File: config.mk
export PLATFORM = sky130hd
export DESIGN_NAME = rational_function_horner_eval_top
export DESIGN_NICKNAME = d
export VERILOG_FILES = /design/src/rtl/core/rfhe_pkg.sv /design/src/rtl/core/rfhe_coef_ram.sv /design/src/rtl/core/rfhe_divider.sv /design/src/rtl/core/rational_function_horner_eval_top.sv
export SDC_FILE = /design/constraint.sdc
export NUM_CORES = 2
export LEC_CHECK = 0
export BUFFER_PORTS_ARGS = -buffer_cell sky130_fd_sc_hd__buf_2
export CAP_MARGIN = 20
export CORE_MARGIN = 4
export CORE_UTILIZATION = 45
export CTS_CLUSTER_SIZE = 12
export DETAILED_ROUTE_END_ITERATION = 8
export HOLD_SLACK_MARGIN = 0.1
export PLACE_DENSITY = 0.62
export SLEW_MARGIN = 20
export SYNTH_ARGS = -nofsm -noshare
export SYNTH_HDL_FRONTEND = slang
export SYNTH_SLANG_ARGS = --single-unit
export TNS_END_PERCENT = 50
File: constraint.sdc
create_clock -name clock -period 14.65 [get_ports clock]
set_clock_uncertainty 0.15 [all_clocks]
set_input_delay 2.93 -clock clock [delete_from_list [all_inputs] [get_ports clock]]
set_output_delay 2.93 -clock clock [all_outputs]
set_load 0.05 [all_outputs]
File: src/rtl/core/rfhe_pkg.sv
// rfhe_pkg: shared constants, types and fixed-point helpers for the rational
// function evaluator. No dependencies.
`timescale 1ns / 1ps
package rfhe_pkg;
   localparam int DataWidth = 32;
   localparam int FracBits  = 16;
   localparam int MaxTerms  = 16;
   localparam int IdxW      = 4;
   localparam int CntW      = 5;

   localparam logic [1:0] REQ_LOAD_NUM = 2'd0;
   localparam logic [1:0] REQ_LOAD_DEN = 2'd1;
   localparam logic [1:0] REQ_EVAL_VAL = 2'd2;
   localparam logic [1:0] REQ_EVAL_DER = 2'd3;

   localparam logic [1:0] ST_OK  = 2'd0;
   localparam logic [1:0] ST_OVF = 2'd1;
   localparam logic [1:0] ST_DZ  = 2'd2;

   localparam logic [0:0] CSR_NUM_COUNT = 1'b0;
   localparam logic [0:0] CSR_DEN_COUNT = 1'b1;

   localparam logic signed [DataWidth-1:0] ValMax = {1'b0, {(DataWidth-1){1'b1}}};
   localparam logic signed [DataWidth-1:0] ValMin = {1'b1, {(DataWidth-1){1'b0}}};
   localparam logic signed [DataWidth-1:0] FxOne  =
      DataWidth'(64'd1 << FracBits);

   typedef logic signed [DataWidth-1:0] data_type;

   typedef struct packed {
      data_type   value;
      logic       ovf;
   } sat_type;

   // saturating add
   function automatic sat_type fx_add(input data_type a, input data_type b);
      logic signed [DataWidth:0] s;
      sat_type r;
      s = {a[DataWidth-1], a} + {b[DataWidth-1], b};
      r.ovf = (s[DataWidth] != s[DataWidth-1]);
      r.value = r.ovf ? (s[DataWidth] ? ValMin : ValMax) : s[DataWidth-1:0];
      return r;
   endfunction

   function automatic sat_type fx_sub(input data_type a, input data_type b);
      logic signed [DataWidth:0] s;
      sat_type r;
      s = {a[DataWidth-1], a} - {b[DataWidth-1], b};
      r.ovf = (s[DataWidth] != s[DataWidth-1]);
      r.value = r.ovf ? (s[DataWidth] ? ValMin : ValMax) : s[DataWidth-1:0];
      return r;
   endfunction

   // magnitude rounded product -> saturated value
   function automatic sat_type fx_round(input logic neg,
                                        input logic [2*DataWidth-1:0] m);
      logic [2*DataWidth-1:0] t;
      logic [DataWidth:0]     lim;
      sat_type r;
      t = (m + (2*DataWidth)'(1 << (FracBits-1))) >> FracBits;
      lim = neg ? {2'b01, {(DataWidth-1){1'b0}}} : {2'b00, {(DataWidth-1){1'b1}}};
      if (t > (2*DataWidth)'(lim)) begin
         r.ovf = 1'b1;
         r.value = neg ? ValMin : ValMax;
      end else begin
         r.ovf = 1'b0;
         r.value = neg ? -data_type'(t[DataWidth-1:0]) : data_type'(t[DataWidth-1:0]);
      end
      return r;
   endfunction

   function automatic logic [DataWidth-1:0] fx_mag(input data_type v);
      return v[DataWidth-1] ? (~v + 1'b1) : v;
   endfunction
endpackage

File: src/rtl/core/rfhe_coef_ram.sv
// rfhe_coef_ram: one coefficient table, synchronous write and registered read.
// Depends on rfhe_pkg.
`timescale 1ns / 1ps
module rfhe_coef_ram (
   input  logic                          clock,
   input  logic                          wr_en,
   input  logic [rfhe_pkg::IdxW-1:0]     wr_addr,
   input  rfhe_pkg::data_type            wr_data,
   input  logic [rfhe_pkg::IdxW-1:0]     rd_addr,
   output rfhe_pkg::data_type            rd_data
);
   import rfhe_pkg::*;
   data_type mem [MaxTerms];
   data_type rd_ff;
   always_ff @(posedge clock) begin
      if (wr_en) mem[wr_addr] <= wr_data;
      rd_ff <= mem[rd_addr];
   end
   assign rd_data = rd_ff;
endmodule

File: src/rtl/core/rfhe_divider.sv
// rfhe_divider: serial restoring divider for (n << 16) / d, rounded half away
// from zero and saturated. One quotient bit per cycle. Depends on rfhe_pkg.
`timescale 1ns / 1ps
module rfhe_divider (
   input  logic               clock,
   input  logic               reset,
   input  logic               start,
   input  rfhe_pkg::data_type num,
   input  rfhe_pkg::data_type den,
   output logic               done,
   output rfhe_pkg::sat_type  quot
);
   import rfhe_pkg::*;
   localparam int NumW = DataWidth + FracBits + 1;
   localparam int CntBits = $clog2(NumW + 1);

   logic [NumW-1:0]      sh_ff, sh_in;
   logic [DataWidth:0]   rem_ff, rem_in;
   logic [DataWidth-1:0] dm_ff, dm_in;
   logic [NumW-1:0]      q_ff, q_in;
   logic [CntBits-1:0]   cnt_ff, cnt_in;
   logic                 busy_ff, busy_in, neg_ff, neg_in, done_ff, done_in;
   logic [DataWidth:0]   trial;
   logic [NumW:0]        qr;
   logic [2*DataWidth-1:0] qw;
   logic [DataWidth:0]   lim;

   always_comb begin
      sh_in = sh_ff; rem_in = rem_ff; dm_in = dm_ff; q_in = q_ff;
      cnt_in = cnt_ff; busy_in = busy_ff; neg_in = neg_ff; done_in = 1'b0;
      trial = {rem_ff[DataWidth-1:0], sh_ff[NumW-1]};
      if (start) begin
         sh_in = NumW'(fx_mag(num)) << (FracBits + 1);
         rem_in = '0; q_in = '0; dm_in = fx_mag(den);
         neg_in = num[DataWidth-1] ^ den[DataWidth-1];
         cnt_in = CntBits'(NumW); busy_in = 1'b1;
      end else if (busy_ff) begin
         sh_in = sh_ff << 1;
         if (trial >= {1'b0, dm_ff}) begin
            rem_in = trial - {1'b0, dm_ff};
            q_in = {q_ff[NumW-2:0], 1'b1};
         end else begin
            rem_in = trial;
            q_in = {q_ff[NumW-2:0], 1'b0};
         end
         cnt_in = cnt_ff - 1'b1;
         if (cnt_ff == CntBits'(1)) begin
            busy_in = 1'b0; done_in = 1'b1;
         end
      end
   end

   always_ff @(posedge clock) begin
      if (reset) begin
         busy_ff <= 1'b0; done_ff <= 1'b0;
      end else begin
         busy_ff <= busy_in; done_ff <= done_in;
      end
      sh_ff <= sh_in; rem_ff <= rem_in; dm_ff <= dm_in; q_ff <= q_in;
      cnt_ff <= cnt_in; neg_ff <= neg_in;
   end

   // q holds one extra fraction bit; round by adding one and dropping it
   always_comb begin
      qr = ({1'b0, q_ff} + 1'b1) >> 1;
      qw = (2*DataWidth)'(qr);
      lim = neg_ff ? {2'b01, {(DataWidth-1){1'b0}}} : {2'b00, {(DataWidth-1){1'b1}}};
      if (qw > (2*DataWidth)'(lim)) begin
         quot.ovf = 1'b1;
         quot.value = neg_ff ? ValMin : ValMax;
      end else begin
         quot.ovf = 1'b0;
         quot.value = neg_ff ? -data_type'(qw[DataWidth-1:0])
                             : data_type'(qw[DataWidth-1:0]);
      end
   end
   assign done = done_ff;
endmodule

File: src/rtl/core/rational_function_horner_eval_top.sv
// rational_function_horner_eval_top: request decode, coefficient tables,
// Horner sequencer and quotient stage. Depends on rfhe_pkg, rfhe_coef_ram, rfhe_divider.
`timescale 1ns / 1ps
// Evaluates p(x)/q(x) or its derivative in signed Q16.16. Loads (req type 0/1)
// write one coefficient, index 0 the highest power, and give no response. An
// evaluation walks the numerator then the denominator table, one coefficient
// read from the synchronous table per step. The first coefficient of a table
// passes the states S_FIRST and S_RD, each later one S_MUL_A, S_MUL_B and S_ADD:
// two multiplies on one shared 32x32 multiplier with a register after it, then a
// saturating add. The derivative adds the quotient-rule product states S_D1 to
// S_D4, and the serial divider forms the quotient. One request is handled at a
// time; a finished response sits in an output register while the next request
// is accepted, and the sequencer only waits when a new response is ready before
// the previous one has been taken.
module rational_function_horner_eval_top (
   input  logic        clock,
   input  logic        reset,
   input  logic        csr_we,
   input  logic [0:0]  csr_index,
   input  logic [4:0]  csr_wdata,
   input  logic        req_tvalid,
   output logic        req_tready,
   input  logic [1:0]  req_tuser,  // req_type
   input  logic [71:0] req_tdata,  // coef_index, coef_value, x_value, pad
   output logic        rsp_tvalid,
   input  logic        rsp_tready,
   output logic [39:0] rsp_tdata   // y_value, status, pad
);
   import rfhe_pkg::*;

   localparam logic [3:0] S_IDLE = 4'd0, S_RD = 4'd1, S_MUL_A = 4'd2,
      S_MUL_B = 4'd3, S_ADD = 4'd4, S_NEXTPOLY = 4'd5, S_D1 = 4'd6,
      S_D2 = 4'd7, S_D3 = 4'd8, S_D4 = 4'd9, S_DIV = 4'd10, S_WAIT = 4'd11,
      S_OUT = 4'd12, S_FIRST = 4'd13;

   logic [3:0] st_ff, st_in;
   logic [CntW-1:0] ncnt_ff, dcnt_ff;
   logic [1:0] kind_ff, kind_in;
   data_type x_ff, x_in, p_ff, p_in, pp_ff, pp_in, pv_ff, pv_in, ppv_ff, ppv_in;
   data_type m_ff, t1_ff, t1_in;
   logic poly_ff, poly_in;           // 0 numerator, 1 denominator
   logic [CntW-1:0] i_ff, i_in, n_ff, n_in;
   logic ovf_ff, ovf_in;
   logic ov_ff, ov_in;
   data_type y_ff, y_in;
   logic [1:0] sts_ff, sts_in;
   data_type rsp_y_ff, rsp_y_in;
   logic [1:0] rsp_sts_ff, rsp_sts_in;
   logic rv_ff, rv_in;
   data_type ma, mb;
   logic [2*DataWidth-1:0] mprod;
   logic mneg;
   sat_type mres, sa, sb;
   logic [IdxW-1:0] rd_addr;
   data_type num_rd, den_rd, crd;
   logic div_start, div_done;
   data_type div_n, div_d;
   sat_type div_q;
   logic [1:0] r_type;
   logic [IdxW-1:0] r_idx;
   data_type r_coef, r_x;
   logic acc;

   assign r_type = req_tuser;
   assign r_idx  = req_tdata[3:0];
   assign r_coef = req_tdata[35:4];
   assign r_x    = req_tdata[67:36];
   assign req_tready = (st_ff == S_IDLE);
   assign acc = req_tvalid && req_tready;

   rfhe_coef_ram u_num (.clock, .wr_en(acc && r_type == REQ_LOAD_NUM), .wr_addr(r_idx),
      .wr_data(r_coef), .rd_addr, .rd_data(num_rd));
   rfhe_coef_ram u_den (.clock, .wr_en(acc && r_type == REQ_LOAD_DEN), .wr_addr(r_idx),
      .wr_data(r_coef), .rd_addr, .rd_data(den_rd));
   rfhe_divider u_div (.clock, .reset, .start(div_start), .num(div_n), .den(div_d),
      .done(div_done), .quot(div_q));

   assign rd_addr = i_ff[IdxW-1:0];
   assign crd = poly_ff ? den_rd : num_rd;

   // shared multiplier, registered
   always_comb begin
      mneg = ma[DataWidth-1] ^ mb[DataWidth-1];
      mprod = (2*DataWidth)'(fx_mag(ma)) * (2*DataWidth)'(fx_mag(mb));
      mres = fx_round(mneg, mprod);
   end

   always_comb begin
      st_in = st_ff; kind_in = kind_ff; x_in = x_ff; p_in = p_ff; pp_in = pp_ff;
      pv_in = pv_ff; ppv_in = ppv_ff; t1_in = t1_ff; poly_in = poly_ff;
      i_in = i_ff; n_in = n_ff; ovf_in = ovf_ff; y_in = y_ff; sts_in = sts_ff;
      rsp_y_in = rsp_y_ff; rsp_sts_in = rsp_sts_ff;
      rv_in = rv_ff && !rsp_tready;
      ma = x_ff; mb = pp_ff; ov_in = 1'b0;
      div_start = 1'b0; div_n = p_ff; div_d = pv_ff;
      sa = fx_add(p_ff, m_ff); sb = sa;
      case (st_ff)
         S_IDLE: begin
            if (acc && (r_type == REQ_EVAL_VAL || r_type == REQ_EVAL_DER)) begin
               kind_in = r_type; x_in = r_x; ovf_in = 1'b0; poly_in = 1'b0;
               i_in = '0;
               n_in = (ncnt_ff > CntW'(MaxTerms)) ? CntW'(MaxTerms) : ncnt_ff;
               if (ncnt_ff == '0) begin
                  pv_in = FxOne; ppv_in = '0; st_in = S_NEXTPOLY;
               end else st_in = S_FIRST;
            end
         end
         S_FIRST: st_in = S_RD;           // table read in flight
         S_RD: begin
            p_in = crd; pp_in = '0; i_in = i_ff + 1'b1;
            st_in = (i_ff + 1'b1 >= n_ff) ? S_NEXTPOLY : S_MUL_A;
            if (i_ff + 1'b1 >= n_ff) begin
               if (poly_ff) begin pv_in = crd; ppv_in = '0; end
               else begin pv_in = crd; ppv_in = '0; end
            end
         end
         S_MUL_A: begin                   // m = x*pp
            ma = x_ff; mb = pp_ff; ov_in = mres.ovf; st_in = S_MUL_B;
         end
         S_MUL_B: begin                   // pp = p + m ; m = x*p
            sa = fx_add(p_ff, m_ff); pp_in = sa.value; ovf_in = ovf_ff | sa.ovf;
            ma = x_ff; mb = p_ff; ov_in = mres.ovf; st_in = S_ADD;
         end
         S_ADD: begin                     // p = c[i] + m, c[i] read since i set
            sb = fx_add(crd, m_ff); p_in = sb.value; ovf_in = ovf_ff | sb.ovf;
            i_in = i_ff + 1'b1;
            if (i_ff + 1'b1 >= n_ff) begin
               pv_in = sb.value; ppv_in = pp_ff; st_in = S_NEXTPOLY;
            end else st_in = S_MUL_A;
         end
         S_NEXTPOLY: begin
            if (!poly_ff) begin
               // park numerator result in p/pp, start denominator
               p_in = pv_ff; pp_in = ppv_ff;
               t1_in = pv_ff; y_in = ppv_ff;
               poly_in = 1'b1; i_in = '0;
               n_in = (dcnt_ff > CntW'(MaxTerms)) ? CntW'(MaxTerms) : dcnt_ff;
               if (dcnt_ff == '0) begin
                  y_in = (kind_ff == REQ_EVAL_VAL) ? pv_ff : ppv_ff;
                  sts_in = ovf_ff ? ST_OVF : ST_OK; st_in = S_OUT;
               end else st_in = S_FIRST;
            end else begin
               // t1 = p, y = pp (numerator); pv = q, ppv = q'
               if (kind_ff == REQ_EVAL_VAL) begin
                  p_in = t1_ff; st_in = S_DIV;
               end else st_in = S_D1;
            end
         end
         S_D1: begin                      // m = pp*q
            ma = y_ff; mb = pv_ff; ov_in = mres.ovf; st_in = S_D2;
         end
         S_D2: begin                      // pp = m ; m = p*q'
            pp_in = m_ff; ovf_in = ovf_ff | ov_ff;
            ma = t1_ff; mb = ppv_ff; ov_in = mres.ovf; st_in = S_D3;
         end
         S_D3: begin                      // p = pp - m ; m = q*q
            sa = fx_sub(pp_ff, m_ff); p_in = sa.value;
            ovf_in = ovf_ff | ov_ff | sa.ovf;
            ma = pv_ff; mb = pv_ff; ov_in = mres.ovf; st_in = S_D4;
         end
         S_D4: begin
            pv_in = m_ff; ovf_in = ovf_ff | ov_ff; st_in = S_DIV;
         end
         S_DIV: begin
            if (pv_ff == '0) begin
               y_in = p_ff[DataWidth-1] ? ValMin : ValMax;
               sts_in = ST_DZ; st_in = S_OUT;
            end else begin
               div_start = 1'b1; st_in = S_WAIT;
            end
         end
         S_WAIT: begin
            if (div_done) begin
               y_in = div_q.value;
               sts_in = (ovf_ff | div_q.ovf) ? ST_OVF : ST_OK; st_in = S_OUT;
            end
         end
         S_OUT: begin
            // move the result into the output register once it is free
            if (!rv_ff || rsp_tready) begin
               rsp_y_in = y_ff; rsp_sts_in = sts_ff;
               rv_in = 1'b1; st_in = S_IDLE;
            end
         end
         default: st_in = S_IDLE;
      endcase
      // multiplier overflow from the state that filled m
      if (st_ff == S_MUL_B || st_ff == S_ADD) ovf_in = ovf_in | ov_ff;
   end

   always_ff @(posedge clock) begin
      if (reset) begin
         st_ff <= S_IDLE; rv_ff <= 1'b0; ncnt_ff <= '0; dcnt_ff <= '0; ov_ff <= 1'b0;
      end else begin
         st_ff <= st_in; rv_ff <= rv_in; ov_ff <= ov_in;
         if (csr_we && csr_index == CSR_NUM_COUNT) ncnt_ff <= csr_wdata;
         if (csr_we && csr_index == CSR_DEN_COUNT) dcnt_ff <= csr_wdata;
      end
      kind_ff <= kind_in; x_ff <= x_in; p_ff <= p_in; pp_ff <= pp_in;
      pv_ff <= pv_in; ppv_ff <= ppv_in; t1_ff <= t1_in; poly_ff <= poly_in;
      i_ff <= i_in; n_ff <= n_in; ovf_ff <= ovf_in; y_ff <= y_in; sts_ff <= sts_in;
      rsp_y_ff <= rsp_y_in; rsp_sts_ff <= rsp_sts_in;
      m_ff <= mres.value;
   end

   assign rsp_tvalid = rv_ff;
   assign rsp_tdata = {6'd0, rsp_sts_ff, rsp_y_ff};
endmodule

== Word level (Yosys, flattened, before mapping) ==
Memories as Yosys holds them, arrays and structs flattened. A register that Yosys moved wholly into a read port is not among the register bits.
Cells that the tools add are included.

* Bitwise operators: 16
* Equality and inequality tests: 31
* $lt $le $gt $ge: 6
* Multipliers: 1
* Reduce and logical (&&, ||, !) cells: 44
* Add/sub/neg operators: 14
* Muxes and demuxes: 89

{| class="wikitable"
|+ Operators with widths
! cell !! count
|-
| 32-bit two-way mux || 34
|-
| 32-bit one-hot mux with 3 select lines || 4
|-
| 32-bit one-hot mux with 4 select lines || 3
|-
| 32-bit by 1-bit adder with 32-bit output, second input constant || 4
|-
| 32-bit inverter || 4
|-
| 49-bit two-way mux || 2
|-
| 32-bit by 32-bit adder with 33-bit output || 2
|-
| 33-bit two-way mux || 2
|-
| 64-bit by 16-bit adder with 64-bit output, second input constant || 1
|-
| 32-bit by 32-bit multiplier with 64-bit output || 1
|-
| 32-bit negation || 2
|-
| 4-bit one-hot mux with 13 select lines || 1
|-
| 49-bit by 1-bit adder with 50-bit output, second input constant || 1
|-
| 49-bit by 33-bit > comparator with 1-bit output || 1
|-
| 48-bit by 32-bit > comparator with 1-bit output || 1
|-
| 33-bit by 32-bit >= comparator with 1-bit output || 1
|-
| 32-bit by 32-bit subtractor with 33-bit output || 1
|-
| 32-bit logical NOT || 1
|-
| 32-bit subtractor || 1
|-
| 31-bit two-way mux || 1
|-
| 5-bit two-way mux || 6
|-
| 4-bit equality test, second input constant || 6
|-
| 4-bit two-way mux || 6
|-
| 1-bit two-way mux || 19
|-
| other kinds (40) || 96
|}

* Output and inout bits: 42
* Input port bits: 85
* RAM bits: 1024
* Register bits: 476
* Word-level logic and storage cells: 233
* Memories: 2

{| class="wikitable"
|+ Memories
! name !! words !! bits a word !! rd ports !! clocked after Yosys merged registers in !! write ports !! line !! RTL
|-
| u_den.mem || 16 || 32 || 1 || 1 || 1 || rfhe_coef_ram.sv:13 || <nowiki>data_type mem [MaxTerms];</nowiki>
|-
| u_num.mem || 16 || 32 || 1 || 1 || 1 || rfhe_coef_ram.sv:13 ||
|}

== Logic depth before layout (Yosys ltp) ==
* Word-level depth: 11
* Gate-level depth with buffers: 58

== Modules after synthesis ==
From an unflattened synthesis, not the netlist that was laid out.

* Cells, all modules: 9587
* Area total of the unflattened synthesis: 108582.9 um2

{| class="wikitable"
|+ By module, submodules not included
! module !! times used !! area an instance (um2) !! cells an instance
|-
| rational_function_horner_eval_top || 1 || 57094.8 || 6491
|-
| rfhe_coef_ram || 2 || 19835.3 || 838
|-
| rfhe_divider || 1 || 11817.6 || 1420
|}

== Worst setup path after synthesis ==
Ideal clock, no wire load.

* Path kind: register to register
* Start: register st_ff[1]
* End: register m_ff[22]
* Cell stages (with the launch flop): 53
* Library setup time: 0.116 ns
* Data arrival time: 12.394 ns
* Clock period less this slack: 12.660 ns
* Path slack: 1.990 ns
* Cell sequence: dfxtp_1 -> buf_2 -> or4b_2 -> nand2_1 -> a21oi_1 -> nor3_1 -> a31o_2 -> o21ai_0 -> o21bai_1 -> a21oi_1 -> a21boi_1 -> o21ai_0 -> xor2_1 -> clkbuf_1 -> nand2_1 -> fa_1 -> inv_1 -> fa_1 -> [... 17 more ...] -> nand2_1 -> o21a_1 -> or3_1 -> a21oi_1 -> xnor2_1 -> ha_1 -> and3_1 -> nand3_1 -> nor2_1 -> a21oi_1 -> nand2_1 -> a311o_1 -> o22ai_1 -> and4_1 -> buf_6 -> nand3_2 -> buf_6 -> o211a_1

{| class="wikitable"
|+ RTL lines
! what !! line !! RTL
|-
| start: declaration || rational_function_horner_eval_top.sv:36 || <nowiki>logic [3:0] st_ff, st_in;</nowiki>
|-
| start signal: assignment || rational_function_horner_eval_top.sv:195 || <nowiki>st_ff <= st_in; rv_ff <= rv_in; ov_ff <= ov_in;</nowiki>
|-
| end signal: assignment || rational_function_horner_eval_top.sv:203 || <nowiki>m_ff <= mres.value;</nowiki>
|-
| end: declaration || rational_function_horner_eval_top.sv:40 || <nowiki>data_type m_ff, t1_ff, t1_in;</nowiki>
|}

==> reports/qor.yml <==
run_status:
  status: "completed"
global_route:
  grt_antenna_before_repair: 14
  grt_max_degree: 143
  grtUsageTotal: 0.2633
  grt_pass1_wl_um: 480500
  vias_in_the_first_global_route: 73400
  globalRouteOverflowTotal: 0
timing:
  worst_slack_ps: 523.2
  fmax_mhz: 70.79
  period_needed_ps: 14130
  timing.final.crit_share: 0.9643
  finalMaxSlewViolations: 0
  timing_worst_slew_pin_value_ps: 1266
  max_slew_margin: 0.1498
  hold_viol_final: 0
  total_setup_violations_reported_at_the_end_of_the_flow: 0
drt:
  route.detailed.vias_per_inst: 5.831
  dr.pass1.iters: 9
  drt_iter0_drc: 7606
  final_antenna_net_count: 0
  detail_route.wl_per_cell_um: 25.76
  route.vias.total: 73510
  post-route-drc-count: 0
  route.final.wire_length_um: 324700
synthesis:
  synth_cells: 9177
  synth_top_area_cells: "edfxtp_1 (38%), fa_1 (17%), mux4_2 (6.7%)"
  synth_seq_area_share: 0.4199
  ys_warn_count: 0
  area_share_of_the_largest_cell_type_after_synthesis: 0.3821
  synth_edf_count: 1362
  post_synth_instance_area_mm2: 0.1070
  synth_top_cell_by_area: "edfxtp_1"
  postSynth.topFlopCell: "edfxtp_1"
  synthesis.area_per_instance_um2: 11.66
  yosysUniqueCellTypes: 105
  ys_ff_latch: 1564
  synth.most_common_cell: "edfxtp_1"
  synthTopCellsByCount: "edfxtp_1 (1362), inv_1 (1165), fa_1 (901), nand2_1 (855), nor2_1 (840)"
  async_flop_share: 0
clocking:
  clkSlewWorstSetupHoldPaths_ps: 60
  tritoncts_num_sinks: 1564
  worstSkewPairLatency_ps: 820
  holdBufCountCts: 0
  htree_levels: 4
  cts_tree: "built"
  clockRootBuffer: "clkbuf_16"
  cts_buffer_depth: 3
  cts_buffers: 156
die:
  effective_utilization_at_floorplan: 0.4538
  die_height_um: 495.7
  floorplan.io_pins: 127
  die_outline_area_mm2: 0.2457
  dieWidth_um: 495.7
  rows: 178
  area_of_the_core_mm2: 0.2359
worst_setup_path:
  ff2ff_setup_slack_ps: 520
  cp_data_required_time_ps: 15120
  crit_path_end_kind: "flop"
  critical_path_s_largest_stage_delay_ps: 780
  cp_max_fo: 29
  cp_common_cell: "fa_1"
  critical_path.reg2reg.startpoint: "st_ff[1]"
  worstSetupPathType: "reg2reg"
  worstSetupStartpoint: "st_ff[1]"
  startpoint_type: "flop"
  worstReg2RegEnd: "m_ff[1]"
  critPathArrivalTime_ps: 14600
  worst_path_slowest_cell: "a21oi_1"
  critPathCapture: "m_ff[1]"
  ff2ff_path_depth: 47
finish:
  area_growth_syn_to_layout_pct: 10.37
  finish.net_count: 10790
  final_layout_size_suffix_gt1_frac: 0.1289
  layout.core_utilization: 0.5009
  reg_top3: "u_den.mem (512), u_num.mem (512), u_div.q_ff (49)"
place:
  routabilityCongestion: 0.9920
  detailedPlace.worstSlack_ps: -209.0
  place_hpwl_um: 235000
  port-buffer-count: 116
run:
  max-cap-violations: 0
hold_path:
  holdCritPathClass: "reg2reg"
## layout by cell type, fill, tap and decap left out, types with 89 or more instances in the layout
cell / netlist / routed
nor2_1: 840 / 810
o21ai_0: 313 / 309
nand2_1: 855 / 854
dfxtp_1: 202 / 198
mux4_2: 320 / 320
mux2i_1: 141 / 141
a21o_1: 108 / 108
clkbuf_16: 0 / 159
nand3_1: 107 / 107
xor2_1: 134 / 107
ha_1: 489 / 489
buf_2: 17 / 116
fa_1: 901 / 901
xnor2_1: 217 / 189
inv_1: 1165 / 1164
a21oi_1: 397 / 393
buf_4: 9 / 322
edfxtp_1: 1362 / 1362
clkbuf_1: 393 / 89
## how the worst min path moves through the flow
stage	from	end	slack, ps	cells past startpoint
floorplan	sts_ff[0]	rsp_sts_ff[0]	250	0
global placement	y_ff[18]	rsp_y_ff[18]	290	0
detailed placement	y_ff[15]	rsp_y_ff[15]	300	0
CTS	y_ff[15]	rsp_y_ff[15]	320	0
global route	sts_ff[1]	rsp_sts_ff[1]	330	0
finish	sts_ff[0]	rsp_sts_ff[0]	320	0
## per-stage QoR
step / std cells / hold slack [ps] / area, um^2 / setup TNS (ps)
global route: 12600 / 325.3 / 118100 / -11.01
floorplan: 9182 / 250.3 / 107100 / 0
global placement: 12290 / 290.8 / 112800 / -103.0
detailed placement: 12290 / 304.9 / 112900 / -2340
finish: 12610 / 315.6 / 118100 / 0
CTS: 12580 / 322.5 / 117800 / 0
## area by class of cell
class,count,area [um^2]
multi-input combinational,5973,56710
clock buffer,260,4478
inverter,1166,4378
tap,3150,3941
clock inverter,29,430.4
antenna,13,32.53
timing repair buffer,452,3224
fill,20620,117700
sequential,1564,44950
## what timing repair did
| action | in CTS | in global routing |
|---|---|---|
| setup buffers | 3 | 9 |
| gates resized for setup | 1 | 40 |
| cloned | 0 | 0 |
| setup endpoints to repair | 32 | 33 |
| pin swaps | 2 | 4 |
## critical path: cells and delay by family (launching register included)
family / cells / cell delay, ps
adders and majority gates: 10 / 4900
AOI/OAI and AO/OA: 13 / 3680
and+or+nand+nor: 12 / 2280
buffers and inverters: 10 / 1650
xor gates and xnor gates: 2 / 820
DFF: 1 / 400
## per-layer routing
layer / share of wire / wire length (um) / vias up / global-route usage
met5: 0.00017 / 54 / - / 0
li1: - / - / 32130 / -
met1: 0.41 / 134600 / 37540 / 0.3690
met2: 0.46 / 148200 / 3242 / 0.4104
met3: 0.085 / 27450 / 590 / 0.04854
met4: 0.044 / 14350 / 8 / 0.1005
## logic make-up after synthesis
family | count (synthesis) | synth area share
flip-flops | 1564 | 0.4199
adder cells (fa/ha/maj) | 1391 | 0.2258
other | 1 | 0.00003503
multiplexers | 528 | 0.08778
AO/OA/AOI/OAI | 1350 | 0.08127
AND/OR/NAND/NOR | 2344 | 0.09747
buffers and inverters | 1645 | 0.05862
XOR/XNOR | 354 | 0.02918
Power is left out: the tool's default activity adds up to more than one toggle a clock period on the data nets, which glitch-free logic cannot reach.
